<file path="config.mk">
export PLATFORM = sky130hd
export DESIGN_NAME = sca_front
export DESIGN_NICKNAME = d
export VERILOG_FILES = /design/src/sca_pkg.sv /design/src/sca_front.sv
export SDC_FILE = /design/constraint.sdc
export NUM_CORES = 1
export LEC_CHECK = 0
export BUFFER_PORTS_ARGS = -buffer_cell sky130_fd_sc_hd__buf_2
export CORE_AREA = 2 2 116 62
export DETAILED_ROUTE_END_ITERATION = 16
export DIE_AREA = 0 0 118 64
export PLACE_DENSITY = 0.75
export SYNTH_ARGS = -nofsm -noshare
export SYNTH_HDL_FRONTEND = slang
export SYNTH_SLANG_ARGS = --single-unit
</file>
<file path="constraint.sdc">
create_clock -name clock -period 2.3 [get_ports clock]
set_input_delay 0.345 -clock clock [delete_from_list [all_inputs] [get_ports clock]]
set_output_delay 0.345 -clock clock [all_outputs]
set_load 0.01 [all_outputs]
</file>
<file path="src/sca_pkg.sv">
package sca_pkg;

   localparam int FREE_DEPTH = 1024;
   localparam int OFFSET_W   = 20;
   localparam int SPACE_W    = 21;
   localparam int NUM_CLASS  = 3;
   localparam int TOP_W      = $clog2(FREE_DEPTH + 1);
   localparam int IDX_W      = (FREE_DEPTH > 1) ? $clog2(FREE_DEPTH) : 1;
   localparam int MEM_DEPTH  = NUM_CLASS * FREE_DEPTH;
   localparam int MEM_AW     = $clog2(MEM_DEPTH);

   localparam logic [OFFSET_W-1:0] THREE_BASE_RST  = 20'd155556;
   localparam logic [OFFSET_W-1:0] FIVE_BASE_RST   = 20'd388887;
   localparam logic [SPACE_W-1:0]  TOTAL_SPACE_RST = 21'd777777;
   localparam logic [SPACE_W-1:0]  OFFSET_LIMIT    = 21'hFFFFF;

   typedef enum logic [1:0] {
      OP_ALLOC = 2'd0,
      OP_FREE  = 2'd1,
      OP_INIT  = 2'd2
   } op_type;

   typedef enum logic [1:0] {
      STATUS_OK        = 2'd0,
      STATUS_EXHAUSTED = 2'd1,
      STATUS_BAD_SIZE  = 2'd2,
      STATUS_FULL      = 2'd3
   } status_type;

   typedef enum logic [1:0] {
      CSR_THREE_BASE  = 2'd0,
      CSR_FIVE_BASE   = 2'd1,
      CSR_TOTAL_SPACE = 2'd2
   } csr_index_type;

   typedef enum logic [1:0] {
      CLS_TWO   = 2'd0,
      CLS_THREE = 2'd1,
      CLS_FIVE  = 2'd2
   } cls_type;

   typedef enum logic [2:0] {
      CMD_ALLOC,
      CMD_FREE,
      CMD_INIT,
      CMD_BAD_SIZE,
      CMD_NOP
   } cmd_kind_type;

   typedef struct packed {
      cmd_kind_type          kind;
      cls_type               cls;
      logic [OFFSET_W-1:0]   offset;
   } cmd_type;

   typedef struct packed {
      logic [OFFSET_W-1:0] three_base;
      logic [OFFSET_W-1:0] five_base;
      logic [SPACE_W-1:0]  total_space;
   } cfg_type;

   function automatic logic [2:0] class_size(input cls_type cls);
      logic [2:0] size;
      case (cls)
         CLS_TWO:   size = 3'd2;
         CLS_THREE: size = 3'd3;
         default:   size = 3'd5;
      endcase
      return size;
   endfunction

endpackage

</file>
<file path="src/sca_front.sv">
module sca_front (
   input  logic                          clock,
   input  logic                          reset,
   input  logic                          req_push,
   output logic                          req_full,
   input  logic [1:0]                    req_operation,
   input  logic [2:0]                    req_block_size,
   input  logic [sca_pkg::OFFSET_W-1:0]  req_free_offset,
   input  sca_pkg::cfg_type              cfg,
   output logic                          cmd_valid,
   output sca_pkg::cmd_type              cmd,
   input  logic                          cmd_pop
);
   import sca_pkg::*;

   cmd_type    classified;
   cmd_type    entry_ff [2];
   logic       wr_ptr_ff, wr_ptr_in;
   logic       rd_ptr_ff, rd_ptr_in;
   logic [1:0] count_ff, count_in;
   logic       push_ok;

   // classify the request before it enters the command queue
   always_comb begin
      classified.kind   = CMD_NOP;
      classified.cls    = CLS_TWO;
      classified.offset = req_free_offset;
      case (req_operation)
         OP_ALLOC: begin
            classified.kind = CMD_ALLOC;
            case (req_block_size)
               3'd2:    classified.cls = CLS_TWO;
               3'd3:    classified.cls = CLS_THREE;
               3'd5:    classified.cls = CLS_FIVE;
               default: classified.kind = CMD_BAD_SIZE;
            endcase
         end
         OP_FREE: begin
            classified.kind = CMD_FREE;
            if (req_free_offset < cfg.three_base) begin
               classified.cls = CLS_TWO;
            end else if (req_free_offset < cfg.five_base) begin
               classified.cls = CLS_THREE;
            end else begin
               classified.cls = CLS_FIVE;
            end
         end
         OP_INIT: classified.kind = CMD_INIT;
         default: classified.kind = CMD_NOP;
      endcase
   end

   assign req_full  = (count_ff == 2'd2);
   assign push_ok   = req_push && !req_full;
   assign cmd_valid = (count_ff != 2'd0);
   assign cmd       = entry_ff[rd_ptr_ff];

   always_comb begin
      wr_ptr_in = wr_ptr_ff;
      rd_ptr_in = rd_ptr_ff;
      count_in  = count_ff;
      if (push_ok) begin
         wr_ptr_in = !wr_ptr_ff;
      end
      if (cmd_pop && cmd_valid) begin
         rd_ptr_in = !rd_ptr_ff;
      end
      if (push_ok && !(cmd_pop && cmd_valid)) begin
         count_in = count_ff + 2'd1;
      end else if (!push_ok && cmd_pop && cmd_valid) begin
         count_in = count_ff - 2'd1;
      end
   end

   always_ff @(posedge clock) begin
      if (reset) begin
         wr_ptr_ff <= 1'b0;
         rd_ptr_ff <= 1'b0;
         count_ff  <= 2'd0;
      end else begin
         wr_ptr_ff <= wr_ptr_in;
         rd_ptr_ff <= rd_ptr_in;
         count_ff  <= count_in;
      end
   end

   always_ff @(posedge clock) begin
      if (push_ok) begin
         entry_ff[wr_ptr_ff] <= classified;
      end
   end

endmodule

</file>
==> metrics.md <==
| Metric | Value |
|---|---|
| Cts bufs inserted | 5 |
| Pwr dens | approximately 670 nW/um2 |
| Number of cells on the critical path | 7 |
| Top-area cell type share of the netlist area | between 40% and 50% |
| Crit share post-route | 81.0% |
| Htree depth | 2 |
| YS warnings | 0 |
| Peak supply drop | 0.000368 V |
| Total Power | 2.61 mW |
| Area of the multi-input gates | 1310 um2 |
| R2R Setup Slk | ~0.83 ns |
| Commonest cells after routing, fill and taps aside | 95 x buf_2, 50 x edfxtp_1, 43 x inv_1 |
| Netlist Area Pre-Place | between 3000 and 4000 um2 |
| Post-route DRC | 0 |
| Register area share after synthesis | 51.9% |
| First-pass GRT wire length | 10.3 mm |
| Crit-path cells | buf_2 -> buf_4 -> ha_1 -> nand4_1 -> nor4_2 -> a21oi_2 -> a2111oi_2 |
| Tmin final | around 1.9 ns |
| Top cells by area, synth | edfxtp_1 49%, ha_1 15%, mux2_2 9.1%, inv_1 5.2%, dfxtp_1 3.2% |
| Worst relative slew slack | about three quarters |
| Share of cells above drive strength 1 | just under 40% |
| Skew-Pair Late Insertion Delay | between 0.2 and 0.3 ns |
| CTS tree | done |
| DR pass1 iterations | 4 |
| Wire per inst | approximately 14 um |
| CTS Hold Bufs | 0 |
| Worst setup endpoint | entry_ff[1][21] |
| FMAX | between 500 and 600 MHz |
| Max Slew Vio Count | 0 |
| Largest net degree at the start of global routing | 26 |
| Worst Tran Pin Value | roughly 0.38 ns |
| Final WL | 6.47 mm |
| Yosys top cell by area | edfxtp_1 |
| RR Endpoint | entry_ff[0][14] |
| I/O Buffers | 95 |
| R2R cell count | 4 |
| CP endpoint kind | register |
| Crit path largest cell delay | 0.42 ns |
| Postcts setup bufs | 0 |
| Worst path bufs/invs | 2 |
| Leakage power | 1.82 nW |
| Chip width | 118 um |
| Worst-path clk slew | 0.07 ns |
| Dpl hpwl | approximately 5.0 mm |
| Hold WC Path Type | in -> reg |
| Most common cell after layout, fill and taps aside | buf_2 |
| Chip height | ~64 um |
| Post-DRT Antenna Nets | 0 |
| Setup tns final | 0 ns |
| Async SR Flop Fraction | 0% |
| Storage element area | 1600 um2 |
| Starting Density | 47.5% |
| Clock sink count | 55 |
| GRT Total Usage | 18.0% |
| Post-CTS sizing | 0 |
| Vias | 2204 |
| Die area | between 7000 and 8000 um2 |
| CTS root buffer | clkbuf_16 |
| Gpl congestion | 0.825 |
| Hold path cells | 1 |
| Initial antenna violation count | 0 |
| Clock Tree Buf Depth | 2 |
| Syn_nets | 380 |
| CP arrival | 1.96 ns |
| Register bit total from synthesis | between 50 and 60 |
| Row cnt | 21 |
| Cell family with most CP delay | simple AND/OR/NAND/NOR gates |
| Fin nets | 484 |
| Fill cell count | 570 |
| CP Max Fanout | 3 |
| Distinct cells, synth | 41 |
| Final Hold Viols | 0 |
| Setup violators final | 0 |
| Number of synthesized flops with an enable pin | 50 |
| CP required | 2.39 ns |
| Worst clock skew | 0.00378 ns |
| Max cap viols | 0 |
| Number of top-level pins | 117 |
| Outcome | complete, no violations |
| Syn avg cell area | 12.2 um2 |
| Initial DRC Count | 76 |
| Routed vias/inst | 4.91 |
| Crit path launch | req_free_offset[19] |
| RSZ-0062 raised after global routing | no |
| Main synth FF type | edfxtp_1 |
| Worst setup SP type | primary input |
| CP max-delay cell | nor4_2 |
| Crit Path Class | in -> reg |
| Syn Inst Count | 252 |
| Diodes inserted | 0 |
| Core area | 6490 um2 |
| Grt total ovfl | 0 |
| Layout area overhead | 26.1% |
| RR Startpoint | count_ff[0] |
| Vias in the first global route | 2161 |
cells by family (layout without fill, tap and decap cells):
| family | after synthesis | in the layout | synth area share, % |
|---|---|---|---|
| XOR/XNOR | 2 | 2 | 0.568 |
| flip-flops | 55 | 55 | 51.9 |
| AND/OR/NAND/NOR | 44 | 44 | 7.63 |
| multiplexers | 26 | 26 | 9.46 |
| AO/OA/AOI/OAI | 41 | 41 | 9.29 |
| buffers and inverters | 46 | 151 | 5.68 |
| adder cells (fa/ha/maj) | 38 | 38 | 15.4 |
metrics by stage:
stage | hold slack (ns) | setup slack, ns | utilization [%] | area [um2] | std cells
2_1_floorplan | 0.417 | 0.218 | - | 3080 | 252
3_3_place_gp | 0.488 | 0.128 | 57.0 | 3700 | 441
3_5_place_dp | 0.498 | 0.0978 | 57.0 | 3700 | 441
4_1_cts | 0.257 | 0.415 | 59.9 | 3890 | 449
5_1_grt | 0.260 | 0.297 | 59.9 | 3890 | 449
6_report | 0.264 | 0.437 | 59.9 | 3890 | 449
flip-flops by register name, indices dropped and copies added, names as in the netlist, named ones only:
name,cells
count_ff,2
rd_ptr_ff,1
entry_ff,50
wr_ptr_ff,1
where the power goes:
group / internal, mW / switching, mW
Clock: 0.624 / 0.330
Sequential: 1.17 / 0.0173
Combinational: 0.217 / 0.255
area by class of cell:
cell class / count / area share [%]
Inverter: 43 / 4.15
Clock buffer: 6 / 3.31
Tap cell: 92 / 2.96
Timing Repair Buffer: 100 / 13.2
Sequential cell: 55 / 41.2
Clock inverter: 2 / 1.54
Multi-Input combinational cell: 151 / 33.7
per-layer routing:
layer | routed length [um] | GRT usage, % | part of all wire (%) | vias to the layer above
met2 | 2750 | 28.4 | 43 | 60
met1 | 3330 | 25.3 | 51 | 1018
met3 | 345 | 4.55 | 5.3 | 6
li1 | - | - | - | 1120
met5 | 0 | 0 | 0 | -
met4 | 44 | 4.07 | 0.68 | 0
Yosys cell counts, types with 2 or more instances:
cell type,number
nor3b_1,2
nor2_1,11
edfxtp_1,50
nand4_1,4
ha_1,38
buf_2,2
a21o_1,2
dfxtp_1,5
xor2_1,2
a31oi_1,4
nand2_1,12
a21oi_1,16
mux2_2,25
nand3_1,2
nand2b_1,4
o21ai_0,5
a211o_1,2
inv_1,43
worst reg2reg max path, delay by kind of cell (launching register included):
family	cells	cell delay [ns]
flip-flops	1	0.40
buffers and inverters	1	0.34
AND/OR/NAND/NOR	3	0.38
how the worst min path moves through the flow:
| stage | to | from |
|---|---|---|
| 3_5_place_dp | register | rd_ptr_ff |
| 6_report | entry_ff[0][0] | req_free_offset[0] |
| 4_1_cts | entry_ff[0][0] | req_free_offset[0] |
| 3_3_place_gp | rd_ptr_ff | rd_ptr_ff |
| 2_1_floorplan | register | reset |
| 5_1_grt | entry_ff[0][0] | req_free_offset[0] |
(Power assumes the default switching activity.)
